**config.mk**
```make
export PLATFORM = sky130hd
export DESIGN_NAME = counter_bank_max_tracker_flat
export DESIGN_NICKNAME = d
export VERILOG_FILES = /design/src/sv/cbmt_pkg.sv /design/src/sv/cbmt_req_if.sv /design/src/sv/cbmt_rsp_if.sv /design/src/sv/counter_bank_max_tracker.sv /design/src/sv/cbmt_front.sv /design/src/sv/cbmt_back.sv /design/src/flat_wrapper.sv
export SDC_FILE = /design/constraint.sdc
export NUM_CORES = 1
export LEC_CHECK = 0
export ABC_CLOCK_PERIOD_IN_PS = 23100
export BUFFER_PORTS_ARGS = -buffer_cell sky130_fd_sc_hd__buf_2
export CAP_MARGIN = 20
export CELL_PAD_IN_SITES_DETAIL_PLACEMENT = 0
export CELL_PAD_IN_SITES_GLOBAL_PLACEMENT = 1
export CORE_MARGIN = 2
export CORE_UTILIZATION = 40
export CTS_CLUSTER_SIZE = 40
export DETAILED_ROUTE_END_ITERATION = 6
export PLACE_DENSITY = 0.67
export REMOVE_ABC_BUFFERS = 1
export SLEW_MARGIN = 20
export SYNTH_ARGS = -nofsm -noshare
export SYNTH_HDL_FRONTEND = slang
export SYNTH_HIERARCHICAL = 1
export SYNTH_SLANG_ARGS = --single-unit
```
**constraint.sdc**
```tcl
create_clock -name clk -period 23.1 [get_ports clk]
set_input_delay 1.155 -clock clk [delete_from_list [all_inputs] [get_ports clk]]
set_output_delay 1.155 -clock clk [all_outputs]
set_load 0.02 [all_outputs]
```
**src/sv/cbmt_pkg.sv**
```systemverilog
`timescale 1ns / 1ps

package cbmt_pkg;

    localparam int NUM_COUNTERS = 16;

    localparam int REQ_TYPE_W = 2;
    localparam int REQ_INDEX_W = 4;
    localparam int VALUE_W = 16;
    localparam int NUM_AT_MAX_W = 5;

    localparam int IDX_W = (NUM_COUNTERS > 1) ? $clog2(NUM_COUNTERS) : 1;
    localparam int TREE_LVLS = $clog2(NUM_COUNTERS);
    localparam int TREE_SIZE = 1 << TREE_LVLS;
    localparam int CNT_W = $clog2(NUM_COUNTERS + 1);
    localparam int SUM_W = (CNT_W > NUM_AT_MAX_W) ? CNT_W : NUM_AT_MAX_W;
    localparam int NUM_MAX_LIMIT = 31;

    localparam int QUEUE_DEPTH = 2;
    localparam int QPTR_W = 1;
    localparam int QCNT_W = 2;

    localparam logic [REQ_TYPE_W-1:0] REQ_INC = 2'd0;
    localparam logic [REQ_TYPE_W-1:0] REQ_DEC = 2'd1;
    localparam logic [REQ_TYPE_W-1:0] REQ_CLR = 2'd2;
    localparam logic [REQ_TYPE_W-1:0] REQ_QRY = 2'd3;

    localparam logic signed [VALUE_W-1:0] CNT_MAX_VAL = 16'sh7FFF;
    localparam logic signed [VALUE_W-1:0] CNT_MIN_VAL = 16'sh8000;

    typedef logic signed [VALUE_W-1:0] value_t;

    typedef struct packed {
        logic [REQ_TYPE_W-1:0] op;
        logic                  in_range;
        logic [IDX_W-1:0]      idx;
    } cmd_t;

    typedef struct packed {
        logic valid;
        cmd_t cmd;
    } queue_head_t;

endpackage

```
**src/sv/cbmt_req_if.sv**
```systemverilog
`timescale 1ns / 1ps

interface cbmt_req_if;
    logic                               valid;
    logic                               ready;
    logic [cbmt_pkg::REQ_TYPE_W-1:0]    req_type;
    logic [cbmt_pkg::REQ_INDEX_W-1:0]   counter_index;

    modport source (output valid, output req_type, output counter_index, input ready);
    modport sink (input valid, input req_type, input counter_index, output ready);
endinterface

```
**src/sv/cbmt_rsp_if.sv**
```systemverilog
`timescale 1ns / 1ps

interface cbmt_rsp_if;
    logic                                   valid;
    logic                                   ready;
    logic signed [cbmt_pkg::VALUE_W-1:0]    counter_value;
    logic signed [cbmt_pkg::VALUE_W-1:0]    max_value;
    logic [cbmt_pkg::NUM_AT_MAX_W-1:0]      num_at_max;

    modport source (output valid, output counter_value, output max_value,
                    output num_at_max, input ready);
    modport sink (input valid, input counter_value, input max_value,
                  input num_at_max, output ready);
endinterface

```
**src/sv/counter_bank_max_tracker.sv**
```systemverilog
`timescale 1ns / 1ps

// A bank of signed 16-bit saturating counters, all zero after reset. Each request item
// increments, decrements, clears or only queries one counter and yields one result item:
// that counter's new value (zero for an index beyond the bank), the bank maximum and how
// many counters hold it (saturating at 31). Requests enter a two-entry queue; the back end
// handles each item in a registered max tree step and then an equality count step, and
// overlaps the count step with the next counter update. The result is written to an
// output register once that register is free and
// is held in the output register until taken.
module counter_bank_max_tracker (
    input  logic        clk,
    input  logic        rst_n,
    cbmt_req_if.sink    req,
    cbmt_rsp_if.source  rsp
);

    cbmt_pkg::queue_head_t  head;
    logic                   pop;

    cbmt_front u_front (
        .clk   (clk),
        .rst_n (rst_n),
        .req   (req),
        .pop   (pop),
        .head  (head)
    );

    cbmt_back u_back (
        .clk   (clk),
        .rst_n (rst_n),
        .head  (head),
        .pop   (pop),
        .rsp   (rsp)
    );

endmodule

```
**src/sv/cbmt_front.sv**
```systemverilog
`timescale 1ns / 1ps

module cbmt_front (
    input  logic                        clk,
    input  logic                        rst_n,
    cbmt_req_if.sink                    req,
    input  logic                        pop,
    output cbmt_pkg::queue_head_t       head
);

    cbmt_pkg::cmd_t                 q_reg [cbmt_pkg::QUEUE_DEPTH];
    logic [cbmt_pkg::QPTR_W-1:0]    wr_ptr_reg;
    logic [cbmt_pkg::QPTR_W-1:0]    rd_ptr_reg;
    logic [cbmt_pkg::QCNT_W-1:0]    count_reg;
    logic [cbmt_pkg::QCNT_W-1:0]    count_next;
    cbmt_pkg::cmd_t                 cmd_in;
    logic                           push;
    logic                           do_pop;

    // Classify the request: a counter outside the bank is never written.
    always_comb
    begin
        cmd_in.op = req.req_type;
        cmd_in.in_range = (req.counter_index < cbmt_pkg::NUM_COUNTERS);
        cmd_in.idx = cbmt_pkg::IDX_W'(req.counter_index);
    end

    assign req.ready = (count_reg != cbmt_pkg::QCNT_W'(cbmt_pkg::QUEUE_DEPTH));
    assign push = req.valid && req.ready;
    assign do_pop = pop && (count_reg != '0);

    assign head.valid = (count_reg != '0);
    assign head.cmd = q_reg[rd_ptr_reg];

    always_comb
    begin
        count_next = count_reg;
        if (push && !do_pop)
        begin
            count_next = count_reg + 1'b1;
        end
        else if (!push && do_pop)
        begin
            count_next = count_reg - 1'b1;
        end
    end

    always_ff @(posedge clk or negedge rst_n)
    begin
        if (!rst_n)
        begin
            wr_ptr_reg <= '0;
            rd_ptr_reg <= '0;
            count_reg <= '0;
        end
        else
        begin
            count_reg <= count_next;
            if (push)
            begin
                wr_ptr_reg <= wr_ptr_reg + 1'b1;
            end
            if (do_pop)
            begin
                rd_ptr_reg <= rd_ptr_reg + 1'b1;
            end
        end
    end

    always_ff @(posedge clk)
    begin
        if (push)
        begin
            q_reg[wr_ptr_reg] <= cmd_in;
        end
    end

endmodule

```
**src/sv/cbmt_back.sv**
```systemverilog
`timescale 1ns / 1ps

module cbmt_back (
    input  logic                        clk,
    input  logic                        rst_n,
    input  cbmt_pkg::queue_head_t       head,
    output logic                        pop,
    cbmt_rsp_if.source                  rsp
);

    localparam logic [1:0] ST_IDLE = 2'd0;
    localparam logic [1:0] ST_MAX  = 2'd1;
    localparam logic [1:0] ST_CNT  = 2'd2;

    logic [1:0]                         state_reg;
    logic [1:0]                         state_next;
    cbmt_pkg::value_t                   bank_reg [cbmt_pkg::NUM_COUNTERS];
    cbmt_pkg::value_t                   named_reg;
    cbmt_pkg::value_t                   named_next;
    cbmt_pkg::value_t                   max_reg;
    logic                               out_valid_reg;
    cbmt_pkg::value_t                   out_value_reg;
    cbmt_pkg::value_t                   out_max_reg;
    logic [cbmt_pkg::NUM_AT_MAX_W-1:0]  out_num_reg;
    logic [cbmt_pkg::NUM_AT_MAX_W-1:0]  num_sat;
    logic [cbmt_pkg::SUM_W-1:0]         eq_sum;
    cbmt_pkg::value_t                   cur_value;
    cbmt_pkg::value_t                   new_value;
    cbmt_pkg::value_t                   tree [cbmt_pkg::TREE_LVLS+1][cbmt_pkg::TREE_SIZE];
    logic                               out_free;
    logic                               finish;

    assign out_free = !out_valid_reg || rsp.ready;
    assign finish = (state_reg == ST_CNT) && out_free;
    // The next update overlaps the count cycle: the count reads the bank
    // before the edge that writes it.
    assign pop = head.valid && ((state_reg == ST_IDLE) || finish);

    always_comb
    begin
        cur_value = bank_reg[head.cmd.idx];
        case (head.cmd.op)
            cbmt_pkg::REQ_INC:
                new_value = (cur_value != cbmt_pkg::CNT_MAX_VAL) ? cur_value + 1'b1 : cur_value;
            cbmt_pkg::REQ_DEC:
                new_value = (cur_value != cbmt_pkg::CNT_MIN_VAL) ? cur_value - 1'b1 : cur_value;
            cbmt_pkg::REQ_CLR:
                new_value = '0;
            default:
                new_value = cur_value;
        endcase
        named_next = head.cmd.in_range ? new_value : '0;
    end

    // Max tree over the bank, padded with the most negative value.
    always_comb
    begin
        for (int k = 0; k < cbmt_pkg::TREE_SIZE; k++)
        begin
            tree[0][k] = (k < cbmt_pkg::NUM_COUNTERS) ? bank_reg[k] : cbmt_pkg::CNT_MIN_VAL;
        end
        for (int l = 0; l < cbmt_pkg::TREE_LVLS; l++)
        begin
            for (int k = 0; k < cbmt_pkg::TREE_SIZE; k++)
            begin
                tree[l+1][k] = cbmt_pkg::CNT_MIN_VAL;
            end
            for (int k = 0; k < cbmt_pkg::TREE_SIZE / 2; k++)
            begin
                tree[l+1][k] = (tree[l][2*k+1] > tree[l][2*k]) ? tree[l][2*k+1] : tree[l][2*k];
            end
        end
    end

    always_comb
    begin
        eq_sum = '0;
        for (int k = 0; k < cbmt_pkg::NUM_COUNTERS; k++)
        begin
            eq_sum = eq_sum + cbmt_pkg::SUM_W'(bank_reg[k] == max_reg);
        end
        if (eq_sum > cbmt_pkg::SUM_W'(cbmt_pkg::NUM_MAX_LIMIT))
        begin
            num_sat = cbmt_pkg::NUM_AT_MAX_W'(cbmt_pkg::NUM_MAX_LIMIT);
        end
        else
        begin
            num_sat = cbmt_pkg::NUM_AT_MAX_W'(eq_sum);
        end
    end

    always_comb
    begin
        state_next = state_reg;
        case (state_reg)
            ST_IDLE:
                if (pop)
                begin
                    state_next = ST_MAX;
                end
            ST_MAX:
                state_next = ST_CNT;
            ST_CNT:
                if (finish)
                begin
                    state_next = pop ? ST_MAX : ST_IDLE;
                end
            default:
                state_next = ST_IDLE;
        endcase
    end

    always_ff @(posedge clk or negedge rst_n)
    begin
        if (!rst_n)
        begin
            state_reg <= ST_IDLE;
            out_valid_reg <= 1'b0;
            for (int k = 0; k < cbmt_pkg::NUM_COUNTERS; k++)
            begin
                bank_reg[k] <= '0;
            end
        end
        else
        begin
            state_reg <= state_next;
            if (finish)
            begin
                out_valid_reg <= 1'b1;
            end
            else if (rsp.ready)
            begin
                out_valid_reg <= 1'b0;
            end
            if (pop && head.cmd.in_range)
            begin
                bank_reg[head.cmd.idx] <= new_value;
            end
        end
    end

    always_ff @(posedge clk)
    begin
        if (pop)
        begin
            named_reg <= named_next;
        end
        if (state_reg == ST_MAX)
        begin
            max_reg <= tree[cbmt_pkg::TREE_LVLS][0];
        end
        if (finish)
        begin
            out_value_reg <= named_reg;
            out_max_reg <= max_reg;
            out_num_reg <= num_sat;
        end
    end

    assign rsp.valid = out_valid_reg;
    assign rsp.counter_value = out_value_reg;
    assign rsp.max_value = out_max_reg;
    assign rsp.num_at_max = out_num_reg;

endmodule

```
**src/flat_wrapper.sv**
```systemverilog
// flat-port wrapper written by rule: the top's interface ports become plain ports
module counter_bank_max_tracker_flat 
  (clk, rst_n, req_valid, req_req_type, req_counter_index, req_ready, rsp_valid, rsp_counter_value, rsp_max_value, rsp_num_at_max, rsp_ready);
  cbmt_req_if req_i ();
  cbmt_rsp_if rsp_i ();
  input  logic clk;
  input  logic rst_n;
  input wire logic [$bits(req_i.valid)-1:0] req_valid;
  input wire logic [$bits(req_i.req_type)-1:0] req_req_type;
  input wire logic [$bits(req_i.counter_index)-1:0] req_counter_index;
  output wire logic [$bits(req_i.ready)-1:0] req_ready;
  output wire logic [$bits(rsp_i.valid)-1:0] rsp_valid;
  output wire logic [$bits(rsp_i.counter_value)-1:0] rsp_counter_value;
  output wire logic [$bits(rsp_i.max_value)-1:0] rsp_max_value;
  output wire logic [$bits(rsp_i.num_at_max)-1:0] rsp_num_at_max;
  input wire logic [$bits(rsp_i.ready)-1:0] rsp_ready;
  assign req_i.valid = req_valid;
  assign req_i.req_type = req_req_type;
  assign req_i.counter_index = req_counter_index;
  assign req_ready = req_i.ready;
  assign rsp_valid = rsp_i.valid;
  assign rsp_counter_value = rsp_i.counter_value;
  assign rsp_max_value = rsp_i.max_value;
  assign rsp_num_at_max = rsp_i.num_at_max;
  assign rsp_i.ready = rsp_ready;
  counter_bank_max_tracker u_core (.clk(clk), .rst_n(rst_n), .req(req_i), .rsp(rsp_i));
endmodule
```
-- Yosys cells after proc, flatten, opt, wreduce, memory -nomap -nowiden
Memories as Yosys holds them, arrays and structs flattened.
Cells that the tools add are included.
- reduce and logical (&&, ||, !) cells: 19
- $lt $le $gt $ge: 18
- add/sub/neg operators: 21
- equality and inequality tests: 25
- multiplexer cells: 34
- bitwise gates (word level): 1
- operator list (kind ; number):
    2-to-1 mux 16 bit ; 20
    bitwise mux 256 bit ; 1
    == test 16 bit ; 16
    greater-than comparator 16 bit ; 15
    binary-select mux 16 bit (select 4 bit) ; 1
    demux 16 bit (select 4 bit) ; 1
    adder 5 x 1 -> 5 bit ; 11
    one-hot mux 16 bit (3 select lines) ; 1
    inequality test 16 bit, second input constant ; 2
    adder 16 x 1 -> 16 bit, second input constant ; 1
    subtractor 16 x 1 -> 16 bit, second input constant ; 1
    2-to-1 mux 2 bit ; 4
    logical AND 1 bit ; 7
    inequality test 2 bit, second input constant ; 3
    one-hot mux 2 bit (3 select lines) ; 1
    nonzero test 2 bit ; 3
    adder 4 x 1 -> 5 bit ; 1
    greater-or-equal comparator 5 bit, second input constant ; 1
    greater-than comparator 5 bit, second input constant ; 1
    less-than comparator 5 x 1 -> 1 bit, second input constant ; 1
    2-to-1 mux 1 bit ; 5
    NOT 4 -> 5 bit ; 1
    adder 3 x 1 -> 4 bit ; 1
    == test 2 x 1 -> 1 bit, second input constant ; 2
    other kinds (11) ; 17
- logic and storage cells: 145
- input port bits: 10
- memory bits (writable): 12
- memories kept: 1
- register bits: 332
- output and inout bits: 39
- memories (memory ; depth ; width ; read ports ; clocked after Yosys merged registers in ; wr ports ; line ; source):
    u_core.u_front.q_reg ; 2 ; 6 ; 1 ; 0 ; 1 ; cbmt_front.sv:11 ; cbmt_pkg::cmd_t q_reg [cbmt_pkg::QUEUE_DEPTH];

-- Depth between registers and ports, before layout
Gate-level depths: netlist of the first run.
- depth after elaboration: 17
- mapped depth: 56
- mapped depth without buffers: 50

-- Modules after synthesis
The synthesis of the first run kept the hierarchy.
- by module, submodules not included (module ; instances ; area an instance (um^2) ; seq. area each (um^2) ; cells each):
    cbmt_back ; 1 ; 26633.0 ; 8553.2 ; 2894
    cbmt_front ; 1 ; 655.6 ; 460.4 ; 39

-- Worst setup path before layout of the first run
No wires, ideal clock.
- path type: reg2reg
- start: register u_core/u_back/bank_reg[127] in the netlist's numbering
- end: register u_core.u_back.max_reg[10] (data pin)
- buffers on the path: 6
- cell stages (with the launch flop): 55
- data required time: 22.821 ns
- setup slack: 12.473 ns
- arrival time: 10.348 ns
- setup time: 0.279 ns
- clock period less this slack: 10.627 ns
- cells stage by stage: dfrtp_1 > inv_1 > ha_1 > nand4_1 > or4_1 > a21o_1 > and4b_4 > buf_6 > nor2_1 > clkbuf_1 > mux2i_1 > ha_1 > a21o_1 > a21o_1 > a21o_1 > a21o_1 > a21oi_1 > nor2_1 > [19 not listed] > o221ai_4 > buf_12 > mux2i_1 > inv_1 > ha_1 > o21a_1 > o21ai_0 > nand2b_1 > a21oi_1 > nor2b_1 > o21ai_0 > nand2b_1 > a21oi_1 > or3_1 > a21o_1 > nand2_1 > clkbuf_1 > mux2i_1
- RTL lines (item ; line ; source):
    from (decl) ; cbmt_back.sv:17 ; cbmt_pkg::value_t bank_reg [cbmt_pkg::NUM_COUNTERS];
    from (signal, indexed assignment) ; cbmt_back.sv:137 ; bank_reg[head.cmd.idx] <= new_value;
    to (signal assigned) ; cbmt_back.sv:150 ; max_reg <= tree[cbmt_pkg::TREE_LVLS][0];
    to (decl) ; cbmt_back.sv:20 ; cbmt_pkg::value_t max_reg;

==> summary.txt, run 1 <==
Status
  – Result of the run: finished clean

Synthesis
  – Sequential share of the synthesized area: 0.3303
  – Netlist area before placement: 27290 um^2
  – Area fraction in and, or, nand and nor cells after synthesis: 0.1390
  – Post-synth top flop: dfrtp_1
  – Most instantiated cells after synthesis: 324 x a21oi_1, 322 x nor2_1, 263 x dfrtp_1
  – Leading cell type by number of instances after synthesis: a21oi_1
  – Syn_area_per_cell: 9.304 um^2
  – Post-synthesis share of cell area spent on xor and xnor gates: 0.08923
  – Count of warnings emitted by yosys: 6
  – Top area cells in the synthesized netlist: dfrtp_1 24%, ha_1 11%, edfxtp_1 8.9%
  – Mux share of post-synthesis cell area: 0.1305
  – Main combinational cell family by area after synthesis: simple AND/OR/NAND/NOR gates
  – Number of synthesized flops with an enable pin: 81
  – Share of the synthesized area in the top cell type: 0.2412
  – Post-synthesis cell type with the largest combined area: dfrtp_1
  – Post-synthesis register bit count: 344
  – Synth Instances: 2933
  – Compound-Gate Fraction of Synth Area: 0.1304
  – Adder-Cell Fraction of Synth Area: 0.1177
  – Share of synthesized flip-flops with an asynchronous set or reset: 0.7645
  – Distinct cells, synth: 94

Clock tree
  – Number of buffers added by the clock tree synthesis step: 42
  – Clock latency at the later pin of the worst-skew pair: 0.60 ns
  – # hold bufs at CTS: 0
  – Post-cts sizing count: 0
  – Clock tree from TritonCTS: done
  – Buffers inserted during post-CTS setup optimization: 0
  – CTS Root Cell: clkbuf_16
  – Max Root-Sink Buffers: 3
  – Number of levels in the clock H-tree: 2
  – Clock-pin transition on the worst setup and hold timing paths: 0.06 ns
  – Clk sinks: 344

Global routing
  – Maximum number of pins on one net before global-route repair: 154
  – First-pass GRT wire length: 155.8 mm
  – Number of antenna violations at the first check in global routing: 1
  – Number of global-route vias before repair: 22448
  – GRT Total Usage: 0.3027
  – GRT Residual Overflow: 0

Die
  – Io pins: 49
  – Starting density of the core: 0.4049
  – Core Rows: 95
  – Total Die Area: 70330 um^2
  – Horizontal die dimension: 265.2 um
  – Floorplan core area: 67400 um^2
  – DIE HEIGHT: 265.2 um

Critical path
  – Kind of critical path: flip-flop to flip-flop
  – Largest stage delay, worst path: 0.78 ns
  – Cell with the most instances on the worst path: a21oi_1
  – Data required time at the worst endpoint: 23.39 ns
  – Type of element capturing the critical path: flip-flop
  – FF-to-FF Start: u_core/u_back/bank_reg[255]$_DFFE_PN0P_
  – Maximum net fanout on the critical path: 16
  – Slowest cell on crit path: nor2_2
  – Kind of start point of the critical path: flip-flop
  – R2r worst-path depth: 45
  – Reg-to-reg endpoint: u_core/u_back/max_reg[3]$_DFFE_PN_
  – Register-to-Register Setup Slack: 10.65 ns
  – CP arrival: 12.74 ns

Cells and area
  – Area growth from synthesis to layout: 9.619%
  – Final nets: 3178
  – Max FFs per register: 256
  – Area of the multi-input gates: 16740 um^2
  – Sequential Area: 9014 um^2
  – Number of inserted filler cells in the final layout: 6477
  – ANT cells: 0
  – Layout cells sized above 1: 0.1071

Timing
  – Slew at the pin with the worst max-slew slack: 1.184 ns
  – Remaining max-slew budget at the tightest pin: 0.2033
  – Number of max-slew violations in the final report: 0
  – Highest attainable clock frequency: 0.08035 GHz
  – RSZ-0062 raised after global routing: no
  – Final Critical Period: 12.45 ns
  – Post-route setup TNS: 0 ns
  – Final setup fails: 0
  – Final hold violations: 0
  – Worst clock skew: 0.02452 ns
  – Fraction of the cycle the final worst path needs: 0.5388

Drt
  – Iteration count of the initial detailed-routing pass: 5
  – Post-route antenna net violation count: 0
  – Vias/cell: 5.976
  – Via count: 22854
  – Mean routed wirelength per cell: 27.81 um
  – Total DRC errors in the routed layout: 0
  – Violation count after the first detailed-route iteration: 1950
  – Wire length after detailed routing: 106.3 mm

Min path
  – Hold path start: u_core/u_back/named_reg[14]$_SDFFCE_PN0P_
  – Worst Hold Class: flip-flop to flip-flop
  – Number of stages on the worst hold path: 0
  – Worst hold path endpoint: u_core/u_back/rsp.counter_value[14]$_DFFE_PP_

Place
  – Estimated wirelength of the detail-placed design: 79.01 mm
  – IO Port Bufs: 48
  – GPL Wtd Cong: 0.9443

Flow run
  – Max-capacitance violation count: 0
## cell usage in the layout (no fill, tap or decap), types with 9 or more instances in the layout
| cell type | instances |
|---|---|
| edfxtp_1 | 81 |
| nand2b_1 | 19 |
| and4_1 | 11 |
| nor4_1 | 36 |
| inv_1 | 252 |
| nor2b_1 | 23 |
| dfrtp_1 | 263 |
| o211ai_1 | 10 |
| clkbuf_16 | 43 |
| mux4_2 | 80 |
| o21ai_0 | 120 |
| nor3_1 | 23 |
| xnor2_1 | 207 |
| nand4_1 | 99 |
| o21a_1 | 9 |
| xor2_1 | 71 |
| nand3_1 | 23 |
| nand2_1 | 154 |
| a21o_1 | 40 |
| ha_1 | 240 |
| buf_2 | 47 |
| mux2i_1 | 168 |
| fa_1 | 10 |
| buf_4 | 51 |
| or2_2 | 9 |
| and3_1 | 9 |
| a21oi_1 | 321 |
| nor2_1 | 312 |
## logic make-up after synthesis
logic type	after synthesis
compound gates	605
simple gates	785
other cells	1
flops	344
mux	255
buf+inv	414
xor+xnor	278
fa+ha+maj	251
## area by class of cell
type,instances,area share
multi-input cells,2175,0.5596
flip-flops and latches,344,0.3013
clock buffers,56,0.03961
well taps,873,0.03652
inverters,253,0.03175
repair buffers,102,0.02271
clock inverters,21,0.008533
## layer usage
metal | global-route usage | wire (um)
met1 | 0.3918 | 44700
met4 | 0.1590 | 6351
met3 | 0.05193 | 6915
met2 | 0.4858 | 48370
met5 | 0 | 13
## metrics by stage
step / instances / hold WS, ns / area [um^2] / utilization / setup slack, ns
after floorplan: 2772 / 0.4003 / 26530 / - / 12.00
after global placement: 3745 / 0.4013 / 28440 / 0.4219 / 11.32
after detailed placement: 3746 / 0.4061 / 28460 / 0.4223 / 11.00
after CTS: 3823 / 0.4204 / 29900 / 0.4436 / 10.93
after global routing: 3824 / 0.4276 / 29910 / 0.4439 / 9.928
final: 3824 / 0.4146 / 29910 / 0.4439 / 10.65
## how the worst max path moves through the flow
stage / start / endpoint / slack (ns) / cells past startpoint
final: u_core/u_back/bank_reg[255]$_DFFE_PN0P_ / u_core/u_back/max_reg[3]$_DFFE_PN_ / 10.65 / 45
after global routing: u_core/u_back/bank_reg[253]$_DFFE_PN0P_ / u_core/u_back/max_reg[2]$_DFFE_PN_ / 9.93 / 45
after CTS: u_core/u_back/bank_reg[255]$_DFFE_PN0P_ / u_core/u_back/max_reg[3]$_DFFE_PN_ / 10.93 / 45
after detailed placement: u_core/u_back/bank_reg[253]$_DFFE_PN0P_ / u_core/u_back/max_reg[3]$_DFFE_PN_ / 11.00 / 45
after global placement: u_core/u_back/bank_reg[127]$_DFFE_PN0P_ / u_core/u_back/max_reg[0]$_DFFE_PN_ / 11.32 / 46
after floorplan: u_core/u_back/bank_reg[129]$_DFFE_PN0P_ / u_core/u_back/max_reg[0]$_DFFE_PN_ / 12.00 / 45
## worst max-delay path: cells and delay by family (launching register included)
family,cells,cell delay (ns)
fa+ha+maj,4,1.28
compound gates,20,3.85
buf+inv,2,0.14
mux,4,1.55
simple gates,15,4.88
flops,1,0.42
Power of run 1 is left out: the tool's default activity adds up to more than one toggle a clock period on the data nets, which glitch-free logic cannot reach.
==> run 2, diff against run 1 <==
Settings changed: ABC_CLOCK_PERIOD_IN_PS 23100 to 10800, PLACE_DENSITY 0.67 to 0.69.
Clock period 23.1 ns to 10.8 ns, I/O delays scaled along.
==> summary.txt, run 2 (same netlist as run 1, synthesis figures left out) <==
Critical path
  – CP arrival: 10.64 ns
  – Buffer and inverter count on the worst path: 9
  – Cell with the most instances on the worst path: buf_4
  – Maximum net fanout on the critical path: 16
  – Kind of critical path: flip-flop to flip-flop
  – Type of element capturing the critical path: flip-flop
  – Largest delay share family, worst path: compound AO/OA/AOI/OAI gates
  – Largest stage delay, worst path: 0.58 ns
  – Slowest cell on crit path: or4_1
  – Data required time at the worst endpoint: 11.08 ns
  – Kind of start point of the critical path: flip-flop

Cells and area
  – Layout cells sized above 1: 0.1445
  – Utilization after layout: 0.4541
  – Commonest non-fill, non-tap cell in the layout: a21oi_1
  – Area growth from synthesis to layout: 12.16%
  – Max FFs per register: 256
  – Leading cell types in the layout, fill and taps excluded: 316 x a21oi_1, 311 x nor2_1, 259 x dfrtp_1
  – Final nets: 3243
  – Number of standard cells in the final layout excluding fillers: 3891

Global routing
  – GRT Total Usage: 0.3033
  – Number of antenna violations at the first check in global routing: 11
  – First-pass GRT wire length: 155.9 mm
  – GRT Residual Overflow: 0
  – Maximum number of pins on one net before global-route repair: 158
  – Number of global-route vias before repair: 22697

Drt
  – Vias/cell: 5.999
  – Mean routed wirelength per cell: 27.62 um
  – Iteration count of the initial detailed-routing pass: 5
  – Total DRC errors in the routed layout: 0
  – Post-route antenna net violation count: 0
  – Violation count after the first detailed-route iteration: 2211
  – Via count: 23343
  – Wire length after detailed routing: 107.5 mm

Timing
  – Slew at the pin with the worst max-slew slack: 1.225 ns
  – Number of max-slew violations in the final report: 0
  – Highest attainable clock frequency: 0.09649 GHz
  – Final setup fails: 0
  – Final Critical Period: 10.36 ns
  – Worst hold slack: -0.02812 ns
  – Least setup slack across all paths after layout: 0.4361 ns
  – Final hold violations: 5
  – Remaining max-slew budget at the tightest pin: 0.1832
  – Fraction of the cycle the final worst path needs: 0.9596
  – Worst clock skew: 0.02688 ns

Place
  – IO Port Bufs: 48
  – Minimum setup slack after placement: 0.05085 ns
  – GPL Wtd Cong: 1.027
  – Cell count after placement: 3794
  – Estimated wirelength of the detail-placed design: 79.92 mm

Die
  – Floorplan core area: 67400 um^2
  – Starting density of the core: 0.4049
  – DIE HEIGHT: 265.2 um
  – Horizontal die dimension: 265.2 um
  – Io pins: 49
  – Total Die Area: 70330 um^2
  – Core Rows: 95

Clock tree
  – Number of levels in the clock H-tree: 2
  – Clk sinks: 344
  – Max Root-Sink Buffers: 3
  – Clock-pin transition on the worst setup and hold timing paths: 0.06 ns
  – Number of buffers added by the clock tree synthesis step: 44
  – CTS Root Cell: clkbuf_16
  – Clock latency at the later pin of the worst-skew pair: 0.59 ns
  – Clock tree from TritonCTS: done

Flow run
  – Max-capacitance violation count: 0

Status
  – Result of the run: finished with violations
  – Violated checks: negative hold slack

Min path
  – Worst Hold Class: input pin to asynchronous set/reset pin
==> run 2: cell types whose count changed in the layout (fill, tap and decap cells not counted), sizes merged <==
cell / previous run / this run
buf: 102 / 165
clkbuf: 56 / 61
diode: 0 / 1
inv: 255 / 256
clkinvlp: 1 / 4
clkinv: 14 / 11
bufinv: 4 / 1
==> run 2: worst paths after layout <==
check / start / endpoint / slack [ns] / depth (start not counted)
setup reg to reg: u_core/u_back/bank_reg[111]$_DFFE_PN0P_ / u_core/u_back/max_reg[6]$_DFFE_PN_ / 0.44 / 43
min in group clk: req_counter_index[1] / u_core/u_front/q_reg[0][1]$_DFFE_PP_ / 0.16 / 1
setup / recovery: u_core/u_back/bank_reg[111]$_DFFE_PN0P_ / u_core/u_back/max_reg[6]$_DFFE_PN_ / 0.44 / 43
max in group asynchronous: rst_n / u_core/u_back/bank_reg[127]$_DFFE_PN0P_ / 9.28 / 2
hold / removal: rst_n / u_core/u_back/bank_reg[156]$_DFFE_PN0P_ / -0.03 / 1
hold reg to reg: u_core/u_back/named_reg[10]$_SDFFCE_PN0P_ / u_core/u_back/rsp.counter_value[10]$_DFFE_PP_ / 0.42 / 0
==> run 2: what timing repair did <==
action / in CTS / in global routing
pin swaps: 0 / 5
hold endpoints to repair: 0 / 0
resized for setup: 2 / 72
setup endpoints to repair: 13 / 16
gates cloned: 0 / 1
buffers inserted: 0 / 14
hold buffers: 0 / 0
==> run 2: cell type report <==
type / count / area [um^2]
fill: 6412 / 36790
multi-input combinational: 2175 / 17010
sequential: 344 / 9019
clock buffer: 61 / 1205
timing repair buffer: 165 / 1165
tap: 873 / 1092
inverter: 253 / 949.7
clock inverter: 19 / 165.2
antenna: 1 / 2.502
==> run 2: through the flow <==
step	setup TNS, ns	instance area, um^2
after floorplan	-4.745	26530
after global routing	-0.01461	30600
after CTS	0	30170
after global placement	0	28790
final	0	30610
after detailed placement	0	28790
==> run 2: routing by layer <==
| metal | wire length [um] | part of all wire | GRT usage | vias up |
|---|---|---|---|---|
| met5 | 87 | 0.00081 | 0 | - |
| met4 | 6421 | 0.060 | 0.1617 | 12 |
| met3 | 8601 | 0.080 | 0.05925 | 284 |
| met2 | 47710 | 0.44 | 0.4713 | 1029 |
| met1 | 44660 | 0.42 | 0.4000 | 11505 |
| li1 | - | - | - | 10513 |
Power of run 2 is left out for the same reason.
==> run 3, diff against run 2 <==
Settings changed: PLACE_DENSITY 0.69 to default, PLACE_DENSITY_LB_ADDON from default to 0.1.
==> summary.txt, run 3 (same netlist as run 1, synthesis figures left out) <==
Critical path
  – Critical Path Start: u_core/u_back/bank_reg[189]$_DFFE_PN0P_
  – Largest delay share family, worst path: compound AO/OA/AOI/OAI gates
  – Kind of critical path: flip-flop to flip-flop
  – Reg-to-reg endpoint: u_core/u_back/max_reg[8]$_DFFE_PN_
  – Slowest cell on crit path: mux2i_1
  – Capturing element of the worst setup path: u_core/u_back/max_reg[8]$_DFFE_PN_
  – Largest stage delay, worst path: 0.58 ns
  – FF-to-FF Start: u_core/u_back/bank_reg[189]$_DFFE_PN0P_
  – Buffer and inverter count on the worst path: 4
  – Register-to-Register Setup Slack: 0.49 ns
  – Cell with the most instances on the worst path: a21oi_1
  – Maximum net fanout on the critical path: 16
  – Kind of start point of the critical path: flip-flop
  – Data required time at the worst endpoint: 11.10 ns
  – Critical path depth: 46
  – CP arrival: 10.60 ns
  – R2r worst-path depth: 46
  – Type of element capturing the critical path: flip-flop

Place
  – GPL Wtd Cong: 0.9487
  – Cell count after placement: 3815
  – Estimated wirelength of the detail-placed design: 81.70 mm
  – IO Port Bufs: 48

Global routing
  – Number of antenna violations at the first check in global routing: 4
  – GRT Residual Overflow: 0
  – GRT Total Usage: 0.3115
  – First-pass GRT wire length: 159.7 mm
  – Maximum number of pins on one net before global-route repair: 148
  – Number of global-route vias before repair: 22648

Status
  – Result of the run: finished clean

Timing
  – Final setup fails: 0
  – Final Critical Period: 10.31 ns
  – Final hold violations: 0
  – Fraction of the cycle the final worst path needs: 0.9545
  – Slew at the pin with the worst max-slew slack: 1.227 ns
  – Worst clock skew: 0.02040 ns
  – Number of max-slew violations in the final report: 0
  – Remaining max-slew budget at the tightest pin: 0.1823
  – Highest attainable clock frequency: 0.09701 GHz

Clock tree
  – Max Root-Sink Buffers: 3
  – Clock tree from TritonCTS: done
  – Clk sinks: 344
  – Number of levels in the clock H-tree: 2
  – Clock-pin transition on the worst setup and hold timing paths: 0.06 ns
  – CTS Root Cell: clkbuf_16
  – Number of buffers added by the clock tree synthesis step: 42
  – # hold bufs at CTS: 0
  – Clock latency at the later pin of the worst-skew pair: 0.59 ns

Die
  – Total Die Area: 70330 um^2
  – DIE HEIGHT: 265.2 um
  – Core Rows: 95
  – Floorplan core area: 67400 um^2
  – Horizontal die dimension: 265.2 um
  – Starting density of the core: 0.4049
  – Io pins: 49

Drt
  – Wire length after detailed routing: 109.7 mm
  – Violation count after the first detailed-route iteration: 2135
  – Iteration count of the initial detailed-routing pass: 6
  – Vias/cell: 5.961
  – Mean routed wirelength per cell: 28.14 um
  – Total DRC errors in the routed layout: 0
  – Via count: 23236
  – Post-route antenna net violation count: 0

Cells and area
  – Area of the multi-input gates: 16960 um^2
  – Final nets: 3254
  – Number of standard cells in the final layout excluding fillers: 3898
  – Max FFs per register: 256
  – Layout cells sized above 1: 0.1412
  – Area growth from synthesis to layout: 12.49%
  – Sequential Area: 9024 um^2
  – Commonest non-fill, non-tap cell in the layout: a21oi_1
  – Number of inserted filler cells in the final layout: 6441
  – Leading cell types in the layout, fill and taps excluded: 318 x a21oi_1, 311 x nor2_1, 255 x dfrtp_1

Min path
  – Worst Hold Class: input pin to asynchronous set/reset pin

Flow run
  – Max-capacitance violation count: 0
-- run 3: timing repair --
action                                  in CTS  in global routing
buffers inserted                             0                  6
resized for setup                            0                 56
hold endpoints to repair                     0                  0
endpoints found under the setup margin       0                 16
-- run 3: area by class of cell --
class                           instances  area share
Inverter                              253     0.03094
Clock inverter                         20    0.006807
Tap cell                              873     0.03558
Sequential cell                       344      0.2940
Multi-Input combinational cell       2175      0.5526
Clock buffer                           54     0.03803
Timing Repair Buffer                  178     0.04203
Antenna cell                            1  0.00008152
-- run 3: worst min-delay path by stage --
stage                                                    from                                       endpoint
floorplan                                               rst_n          u_core/u_back/bank_reg[0]$_DFFE_PN0P_
global placement     u_core/u_back/named_reg[2]$_SDFFCE_PN0P_   u_core/u_back/rsp.counter_value[2]$_DFFE_PP_
detailed placement  u_core/u_back/named_reg[11]$_SDFFCE_PN0P_  u_core/u_back/rsp.counter_value[11]$_DFFE_PP_
CTS                                                     rst_n        u_core/u_back/bank_reg[158]$_DFFE_PN0P_
global route                                            rst_n        u_core/u_back/bank_reg[158]$_DFFE_PN0P_
finish                                                  rst_n        u_core/u_back/bank_reg[158]$_DFFE_PN0P_
-- run 3: worst register-to-register path: cells and delay by family, from the launching register on --
family                   cells  cell delay (ns)
multiplexers                 5             1.61
AND/OR/NAND/NOR             13             2.62
buffers and inverters        4             0.66
adder cells (fa/ha/maj)      4             1.05
AO/OA/AOI/OAI               20             3.57
flip-flops                   1             0.50
-- run 3: per-stage QoR --
step	util	instance area [um^2]	hold slack, ns	worst slack, ns	setup TNS, ns
finish	0.4555	30700	0.03580	0.4913	0
global route	0.4554	30690	0.1205	-0.1579	-2.016
CTS	0.4505	30360	0.1018	0.08400	0
detailed placement	0.4301	28980	0.4045	0.1255	0
global placement	0.4296	28960	0.4005	0.2956	0
floorplan	-	26530	0.2444	-0.2965	-4.745
-- run 3: routing by layer --
| layer | track usage | share of wire |
|---|---|---|
| met5 | 0 | 0.00021 |
| met4 | 0.1359 | 0.052 |
| met3 | 0.05416 | 0.069 |
| met2 | 0.5000 | 0.46 |
| met1 | 0.4133 | 0.42 |
Power of run 3 is left out for the same reason.
